<file path="config.mk">
export PLATFORM = sky130hd
export DESIGN_NAME = recent_lba_locality_classifier_top
export DESIGN_NICKNAME = d
export VERILOG_FILES = /design/src/design/rlc_pkg.sv /design/src/design/recent_lba_locality_classifier_top.sv /design/src/design/rlc_dist_unit.sv
export VERILOG_INCLUDE_DIRS = /design/src /design/src/design
export SDC_FILE = /design/constraint.sdc
export NUM_CORES = 2
export LEC_CHECK = 0
export BUFFER_PORTS_ARGS = -buffer_cell sky130_fd_sc_hd__clkbuf_2
export CAP_MARGIN = 20
export CORE_MARGIN = 1
export CORE_UTILIZATION = 44
export CTS_CLUSTER_SIZE = 14
export DETAILED_ROUTE_END_ITERATION = 16
export SKIP_CTS_REPAIR_TIMING = 1
export SYNTH_ARGS = -nofsm -noshare
export SYNTH_HDL_FRONTEND = slang
export SYNTH_SLANG_ARGS = --single-unit
</file>
<file path="constraint.sdc">
create_clock -name i_clk -period 11.1 [get_ports i_clk]
set_input_delay 1.11 -clock i_clk [delete_from_list [all_inputs] [get_ports i_clk]]
set_output_delay 1.11 -clock i_clk [all_outputs]
set_load 0.02 [all_outputs]
</file>
<file path="src/design/recent_lba_locality_classifier_top_assert.svh">
// assertion macros for the recent lba locality classifier
`ifndef RECENT_LBA_LOCALITY_CLASSIFIER_TOP_ASSERT_SVH
`define RECENT_LBA_LOCALITY_CLASSIFIER_TOP_ASSERT_SVH

`ifndef ASSERT_OFF

// antecedent implies consequent in the same cycle
`define RLC_ASSERT_IMP(label, clk, rst_n, ante, cons) \
    label: assert property (@(posedge clk) disable iff (!rst_n) (ante) |-> (cons)) \
        else $error("rlc assertion failed");

// antecedent implies consequent in the next cycle
`define RLC_ASSERT_NXT(label, clk, rst_n, ante, cons) \
    label: assert property (@(posedge clk) disable iff (!rst_n) (ante) |=> (cons)) \
        else $error("rlc assertion failed");

`else

`define RLC_ASSERT_IMP(label, clk, rst_n, ante, cons)
`define RLC_ASSERT_NXT(label, clk, rst_n, ante, cons)

`endif

`endif

</file>
<file path="src/design/rlc_pkg.sv">
// shared types and constants for the recent lba locality classifier
package rlc_pkg;

    localparam int unsigned LBA_W     = 48;
    localparam int unsigned CFG_W     = 49;
    localparam int unsigned RCNT_W    = 7;
    localparam int unsigned CNT_W     = 32;
    localparam int unsigned CFG_IDX_W = 2;

    localparam logic [CFG_IDX_W-1:0] CFG_VOLUME_BLOCKS = 2'd0;
    localparam logic [CFG_IDX_W-1:0] CFG_RECENT_COUNT  = 2'd1;
    localparam logic [CFG_IDX_W-1:0] CFG_WINDOW_SIZE   = 2'd2;

    localparam logic [CFG_W-1:0]  VOLUME_RST = 49'h1_0000_0000_0000;
    localparam logic [RCNT_W-1:0] RECENT_RST = 7'd64;
    localparam logic [CFG_W-1:0]  WINDOW_RST = 49'd1;

    localparam logic [CNT_W-1:0] CNT_MAX = 32'hFFFF_FFFF;

    typedef struct packed {
        logic clear;
        logic valid;
    } t_dist_ctl;

    typedef struct packed {
        logic busy;
    } t_dist_sts;

endpackage

</file>
<file path="src/design/recent_lba_locality_classifier_top.sv">
// recent lba locality classifier top: history memory, sequencer and counters
// a word that only fills the history is stored on accept and its result is issued from S_OUT;
// a judged word passes S_READ, S_DRAIN, S_FINISH, S_MOD and S_OUT; new words wait for S_IDLE;
// the history is walked one entry per cycle through its single read port into the distance
// unit, and S_MOD subtracts the clamped count repeatedly when the oldest slot wraps
// synchronous active-low reset clears control state and counters; no clearing pass
`include "recent_lba_locality_classifier_top_assert.svh"

module recent_lba_locality_classifier_top
    import rlc_pkg::*;
#(
    parameter int unsigned MAX_RECENT = 64
) (
    input  logic                 i_clk,
    input  logic                 i_rst_n,
    input  logic                 i_cfg_wr_en,
    input  logic [CFG_IDX_W-1:0] i_cfg_addr,
    input  logic [CFG_W-1:0]     i_cfg_wdata,
    input  logic                 i_in_valid,
    output logic                 o_in_stall,
    input  logic [LBA_W-1:0]     i_lba,
    output logic                 o_out_valid,
    input  logic                 i_out_stall,
    output logic                 o_classified,
    output logic                 o_is_near,
    output logic [CNT_W-1:0]     o_near_total,
    output logic [CNT_W-1:0]     o_judged_total
);

    localparam int unsigned CW = $clog2(MAX_RECENT + 1);
    localparam int unsigned AW = (MAX_RECENT > 1) ? $clog2(MAX_RECENT) : 1;

    typedef enum logic [2:0] {
        S_IDLE,
        S_READ,
        S_DRAIN,
        S_FINISH,
        S_MOD,
        S_OUT
    } t_state;

    logic [CFG_W-1:0]  r_volume;
    logic [RCNT_W-1:0] r_recent;
    logic [CFG_W-1:0]  r_window;

    t_state            r_state,      n_state;
    logic [CW-1:0]     r_fill,       n_fill;
    logic [AW-1:0]     r_slot,       n_slot;
    logic [AW-1:0]     r_k,          n_k;
    logic [CW-1:0]     r_mod,        n_mod;
    logic [LBA_W-1:0]  r_lba,        n_lba;
    logic              r_cls,        n_cls;
    logic              r_near,       n_near;
    logic [CNT_W-1:0]  r_near_cnt,   n_near_cnt;
    logic [CNT_W-1:0]  r_judged_cnt, n_judged_cnt;
    logic              r_rd_vld,     n_rd_vld;
    logic              r_out_valid,  n_out_valid;
    logic              r_o_cls,      n_o_cls;
    logic              r_o_near,     n_o_near;
    logic [CNT_W-1:0]  r_o_near_tot, n_o_near_tot;
    logic [CNT_W-1:0]  r_o_judg_tot, n_o_judg_tot;

    logic [LBA_W-1:0]  r_mem [MAX_RECENT];
    logic [LBA_W-1:0]  r_rd_data;

    logic              w_mem_we;
    logic [AW-1:0]     w_mem_waddr;
    logic [LBA_W-1:0]  w_mem_wdata;
    logic [CW-1:0]     w_eff;
    logic              w_is_near;
    logic [CFG_W-1:0]  w_best;
    t_dist_ctl         w_dist_ctl;
    t_dist_sts         w_dist_sts;

    // configuration registers
    always_ff @(posedge i_clk) begin
        if (!i_rst_n) begin
            r_volume <= VOLUME_RST;
            r_recent <= RECENT_RST;
            r_window <= WINDOW_RST;
        end else if (i_cfg_wr_en) begin
            unique case (i_cfg_addr)
                CFG_VOLUME_BLOCKS: r_volume <= i_cfg_wdata;
                CFG_RECENT_COUNT:  r_recent <= i_cfg_wdata[RCNT_W-1:0];
                CFG_WINDOW_SIZE:   r_window <= i_cfg_wdata;
                default: ;
            endcase
        end
    end

    // recent_count clamped to 1..MAX_RECENT
    always_comb begin
        if (r_recent == '0) begin
            w_eff = CW'(1);
        end else if (32'(r_recent) > 32'(MAX_RECENT)) begin
            w_eff = CW'(MAX_RECENT);
        end else begin
            w_eff = CW'(r_recent);
        end
    end

    assign w_is_near = (w_best < r_window);

    always_comb begin
        n_state      = r_state;
        n_fill       = r_fill;
        n_slot       = r_slot;
        n_k          = r_k;
        n_mod        = r_mod;
        n_lba        = r_lba;
        n_cls        = r_cls;
        n_near       = r_near;
        n_near_cnt   = r_near_cnt;
        n_judged_cnt = r_judged_cnt;
        n_rd_vld     = 1'b0;
        n_out_valid  = r_out_valid & i_out_stall;
        n_o_cls      = r_o_cls;
        n_o_near     = r_o_near;
        n_o_near_tot = r_o_near_tot;
        n_o_judg_tot = r_o_judg_tot;
        w_mem_we     = 1'b0;
        w_mem_waddr  = r_slot;
        w_mem_wdata  = r_lba;
        w_dist_ctl   = '0;

        unique case (r_state)
            S_IDLE: begin
                if (i_in_valid) begin
                    n_lba = i_lba;
                    if (r_fill < w_eff) begin
                        // history still filling: store only
                        w_mem_we    = 1'b1;
                        w_mem_waddr = r_fill[AW-1:0];
                        w_mem_wdata = i_lba;
                        n_fill      = r_fill + CW'(1);
                        n_slot      = '0;
                        n_cls       = 1'b0;
                        n_near      = 1'b0;
                        n_state     = S_OUT;
                    end else begin
                        w_dist_ctl.clear = 1'b1;
                        n_k              = '0;
                        n_state          = S_READ;
                    end
                end
            end
            S_READ: begin
                n_rd_vld = 1'b1;
                n_k      = r_k + AW'(1);
                if ((CW'(r_k) + CW'(1)) == r_fill) begin
                    n_state = S_DRAIN;
                end
            end
            S_DRAIN: begin
                if (!r_rd_vld && !w_dist_sts.busy) begin
                    n_state = S_FINISH;
                end
            end
            S_FINISH: begin
                n_cls  = 1'b1;
                n_near = w_is_near;
                if (w_is_near && (r_near_cnt != CNT_MAX)) begin
                    n_near_cnt = r_near_cnt + CNT_W'(1);
                end
                if (r_judged_cnt != CNT_MAX) begin
                    n_judged_cnt = r_judged_cnt + CNT_W'(1);
                end
                w_mem_we    = 1'b1;
                w_mem_waddr = r_slot;
                w_mem_wdata = r_lba;
                n_mod       = CW'(r_slot) + CW'(1);
                n_state     = S_MOD;
            end
            S_MOD: begin
                // slot + 1 modulo the clamped count by repeated subtraction
                if (r_mod >= w_eff) begin
                    n_mod = r_mod - w_eff;
                end else begin
                    n_slot  = r_mod[AW-1:0];
                    n_state = S_OUT;
                end
            end
            S_OUT: begin
                if (!r_out_valid || !i_out_stall) begin
                    n_out_valid  = 1'b1;
                    n_o_cls      = r_cls;
                    n_o_near     = r_near;
                    n_o_near_tot = r_near_cnt;
                    n_o_judg_tot = r_judged_cnt;
                    n_state      = S_IDLE;
                end
            end
            default: n_state = S_IDLE;
        endcase

        w_dist_ctl.valid = r_rd_vld;
    end

    always_ff @(posedge i_clk) begin
        if (!i_rst_n) begin
            r_state      <= S_IDLE;
            r_fill       <= '0;
            r_slot       <= '0;
            r_near_cnt   <= '0;
            r_judged_cnt <= '0;
            r_rd_vld     <= 1'b0;
            r_out_valid  <= 1'b0;
        end else begin
            r_state      <= n_state;
            r_fill       <= n_fill;
            r_slot       <= n_slot;
            r_near_cnt   <= n_near_cnt;
            r_judged_cnt <= n_judged_cnt;
            r_rd_vld     <= n_rd_vld;
            r_out_valid  <= n_out_valid;
        end
        r_k          <= n_k;
        r_mod        <= n_mod;
        r_lba        <= n_lba;
        r_cls        <= n_cls;
        r_near       <= n_near;
        r_o_cls      <= n_o_cls;
        r_o_near     <= n_o_near;
        r_o_near_tot <= n_o_near_tot;
        r_o_judg_tot <= n_o_judg_tot;
    end

    // history memory, one write and one registered read port
    always_ff @(posedge i_clk) begin
        if (w_mem_we) begin
            r_mem[w_mem_waddr] <= w_mem_wdata;
        end
        if (r_state == S_READ) begin
            r_rd_data <= r_mem[r_k];
        end
    end

    rlc_dist_unit u_dist (
        .i_clk   (i_clk),
        .i_rst_n (i_rst_n),
        .i_ctl   (w_dist_ctl),
        .i_a     (r_lba),
        .i_b     (r_rd_data),
        .i_cap   (r_volume[CFG_W-1:1]),
        .i_init  (r_volume),
        .o_best  (w_best),
        .o_sts   (w_dist_sts)
    );

    assign o_in_stall     = (r_state != S_IDLE);
    assign o_out_valid    = r_out_valid;
    assign o_classified   = r_o_cls;
    assign o_is_near      = r_o_near;
    assign o_near_total   = r_o_near_tot;
    assign o_judged_total = r_o_judg_tot;

    `RLC_ASSERT_IMP(a_near_le_judged, i_clk, i_rst_n, 1'b1, r_near_cnt <= r_judged_cnt)
    `RLC_ASSERT_IMP(a_slot_below_fill, i_clk, i_rst_n, (r_state == S_IDLE) && (r_fill != '0), CW'(r_slot) < r_fill)
    `RLC_ASSERT_IMP(a_unjudged_not_near, i_clk, i_rst_n, o_out_valid && !o_classified, !o_is_near)
    `RLC_ASSERT_NXT(a_read_feeds_unit, i_clk, i_rst_n, r_state == S_READ, r_rd_vld)

endmodule

</file>
<file path="src/design/rlc_dist_unit.sv">
// pipelined capped distance and running minimum unit
module rlc_dist_unit
    import rlc_pkg::*;
(
    input  logic             i_clk,
    input  logic             i_rst_n,
    input  t_dist_ctl        i_ctl,
    input  logic [LBA_W-1:0] i_a,
    input  logic [LBA_W-1:0] i_b,
    input  logic [LBA_W-1:0] i_cap,
    input  logic [CFG_W-1:0] i_init,
    output logic [CFG_W-1:0] o_best,
    output t_dist_sts        o_sts
);

    logic [LBA_W:0]   w_ab;
    logic [LBA_W-1:0] w_ba;
    logic [LBA_W-1:0] w_abs;
    logic [LBA_W-1:0] w_capped;

    logic             r_s1_vld;
    logic [LBA_W-1:0] r_s1_abs;
    logic             r_s2_vld;
    logic [LBA_W-1:0] r_s2_dist;
    logic [CFG_W-1:0] r_best;

    assign w_ab     = {1'b0, i_a} - {1'b0, i_b};
    assign w_ba     = i_b - i_a;
    assign w_abs    = w_ab[LBA_W] ? w_ba : w_ab[LBA_W-1:0];
    assign w_capped = (r_s1_abs >= i_cap) ? i_cap : r_s1_abs;

    always_ff @(posedge i_clk) begin
        if (!i_rst_n) begin
            r_s1_vld <= 1'b0;
            r_s2_vld <= 1'b0;
        end else begin
            r_s1_vld <= i_ctl.valid;
            r_s2_vld <= r_s1_vld;
        end
        r_s1_abs  <= w_abs;
        r_s2_dist <= w_capped;
        if (i_ctl.clear) begin
            r_best <= i_init;
        end else if (r_s2_vld && ({1'b0, r_s2_dist} < r_best)) begin
            r_best <= {1'b0, r_s2_dist};
        end
    end

    assign o_best      = r_best;
    assign o_sts.busy  = r_s1_vld | r_s2_vld;

endmodule
</file>
==> results.md <==
* Status: completed
* Clk_lat worst skew at 0.94 ns
* WL/cell at 29.89 um
* Internal power at 27.85 mW
* Leakage at 52.58 nW
* Crit start category: register
* Sequential share of the synthesized area at 72.77%
* Vias in the first global route at 74.19k
* Highest clock rate at 192.4 MHz
* TritonCTS clock tree: done
* Pwr dens at 245.2 nW/um2
* Seq pwr share at 43.6%
* # clock sinks at 3583
* Yosys cell types at 82
* Die H at 573.9 um
* Inst Count DP at 11.73k
* Number of synthesized flops with an enable pin at 3298
* Synth Area per Inst at 19.42 um2
* Area grow syn2layout at 13.43%
* Crit path kind: reg -> reg
* Final wirelength at 370800 um
* Initial antenna violation count at 48
* Crit path max fanout at 36
* CTS Buf Count at 369
* Final setup viols at 0
* First-pass GRT wire length at 533100 um
* Largest net degree at the start of global routing at 140
* Final period utilization at 46.83%
* All-Layer GR Usage at 22.35%
* RD Place Congestion at 0.8787
* Sw Share at 30.41%
* Drt first pass iters at 6
* Setup TNS at 0 ns
* # DRC at 0
* Share of cells above drive strength 1 at 25.80%
* Final hold violations at 0
* IO Port Bufs at 171
* Die area at 329400 um2
* Ys async rst share at 0%
* CTS clk-pin slew, worst paths at 0.06 ns
* Cell with the most instances after synthesis: edfxtp_1
* Max-cap viol count at 0
* Die X at 573.9 um
* Fin nets at 8135
* Critical Path End Type: register
* Clk network pwr share at 30.4%
* Antenna Nets Post-Route at 0
* Core Area at 324800 um2
* Hold/Removal Path Class: in -> reg
* Synth area leader: edfxtp_1
* P_sw at 12.17 mW
* Top_reg_cell synth: edfxtp_1
* Synth Register Bits at 3583
* Main area contributors after synthesis: edfxtp_1 69%, mux4_2 16%, dfxtp_1 4.0%
* Post-Syn Area at 143900 um2
* I/O pin cnt at 172
* Initial DRC count at 7697
* Post-synthesis instance total at 7410
* Post-Syn Nets at 7773
* Non-Filler Instances at 12.41k
* Clock root buffer: clkbuf_16
* Max IR drop VDD at 142.5 uV
* Post-DP HPWL at 219300 um
* Row cnt at 209
* RSZ-0062 raised after global routing: no
* Critical Path AT at 5.74 ns
* Worst Tran Pin Value at 1.162 ns
* Post-layout min period at 5.198 ns
* Setup Skew at 0.05923 ns
* H-Tree Depth at 5
* Vias per cell at 5.909
* Synthesis Warnings at 0
* Grt total ovfl at 0
* Total number of vias at 73.32k
* Slew margin rel. at 22.56%
* Critical path data required time at 11.64 ns
* Initial Util at 44.32%
* Share of the synthesized area in the top cell type at 68.81%
* Slew Limit Fails at 0
* Synth cell count leaders: 3298 x edfxtp_1, 1008 x mux4_2, 449 x nand2_1
* Clock Path Buffers at 4
* Comb power frac at 26.0%
==> power groups by stage <==
| stage | Clock [mW] | Sequential [mW] | Combinational, mW |
|---|---|---|---|
| 2_1_floorplan | 0 | 17.8 | 6.48 |
| 3_3_place_gp | 0 | 17.7 | 10.2 |
| 3_5_place_dp | 0 | 17.7 | 10.4 |
| 4_1_cts | 12.4 | 17.4 | 10.4 |
| 5_1_grt | 12.9 | 17.5 | 11.1 |
| 6_report | 12.2 | 17.4 | 10.4 |
==> layout make-up <==
type                            instances  area, um2
Clock inverter                        217       2068
Antenna cell                           17      42.54
Clock buffer                          447       9664
Inverter                              283       1065
Fill cell                           25973     161500
Timing Repair Buffer                  358       2430
Sequential cell                      3583     104700
Tap cell                             4325       5411
Multi-Input combinational cell       3177      37830
==> path summary, 6_finish.rpt <==
check | from | to | slack [ns] | depth (start not counted)
hold / removal | i_lba[44] | r_lba[44] | 0.39 | 1
hold reg to reg | r_cls | o_classified | 0.42 | 0
setup reg to reg | r_recent[6] | r_mem[30][47] | 5.90 | 13
setup / recovery | r_recent[6] | r_mem[30][47] | 5.90 | 13
==> placed cells by master, fill, tap and decap left out, types with 85 or more instances in the layout <==
| master | synthesis | routed |
|---|---|---|
| clkinv_1 | 1 | 85 |
| nand2_1 | 449 | 447 |
| buf_4 | 2 | 173 |
| nor2_1 | 209 | 149 |
| ha_1 | 256 | 256 |
| mux4_2 | 1008 | 1008 |
| clkbuf_16 | 0 | 375 |
| dfxtp_1 | 285 | 285 |
| edfxtp_1 | 3298 | 3298 |
| inv_1 | 282 | 281 |
| o21ai_0 | 188 | 141 |
| clkbuf_2 | 0 | 171 |
| a21oi_1 | 310 | 300 |
==> layer usage <==
metal	wire (um)	global-route usage (%)	vias to the layer above	share of wire (%)
met1	155800	31.86	39140	42
met2	178100	36.07	2866	48
met4	9062	5.721	12	2.4
met3	27750	3.570	525	7.5
met5	80	0	-	0.022
li1	-	-	30772	-
==> cell families after synthesis <==
family	after synthesis	synth area share (%)
AO/OA/AOI/OAI	761	3.164
XOR/XNOR	95	0.5781
adder cells (fa/ha/maj)	259	2.267
buffers and inverters	650	1.732
flip-flops	3583	72.77
multiplexers	1096	16.43
AND/OR/NAND/NOR	966	3.056
==> flip-flops by register name (all words and copies together) (netlist names), 32 cells and up <==
register,flops
r_mem,3072
r_volume,49
r_window,49
u_dist.o_best,49
r_lba,48
r_rd_data,48
u_dist.r_s1_abs,48
u_dist.r_s2_dist,48
o_judged_total,32
o_near_total,32
r_judged_cnt,32
r_near_cnt,32
==> worst max-delay path: stages (launching register included) <==
cell and delay [ns]:
dfxtp_1 0.33, inv_1 0.22, nand2_1 0.17, ha_1 0.31, o31a_1 0.11, o21a_1 0.17, o21a_1 0.17, o2111ai_1 0.40
and3_4 0.70, nand4_1 0.27, o21a_1 0.17, buf_4 0.22, nor2_4 0.79, buf_4 0.76
==> stage by stage <==
step	hold slack (ns)	worst slack, ns	utilization (%)	power [mW]	cell area [um2]
after floorplan	0.4003	3.811	-	24.28	143900
after global placement	0.4035	5.532	46.62	27.91	151400
after detailed placement	0.4135	5.536	46.64	28.12	151500
after CTS	0.3094	5.890	50.25	40.26	163200
after global routing	0.3592	5.758	50.26	41.49	163200
final	0.3912	5.902	50.27	40.03	163300
No activity file was read; power rests on OpenSTA's default activity.
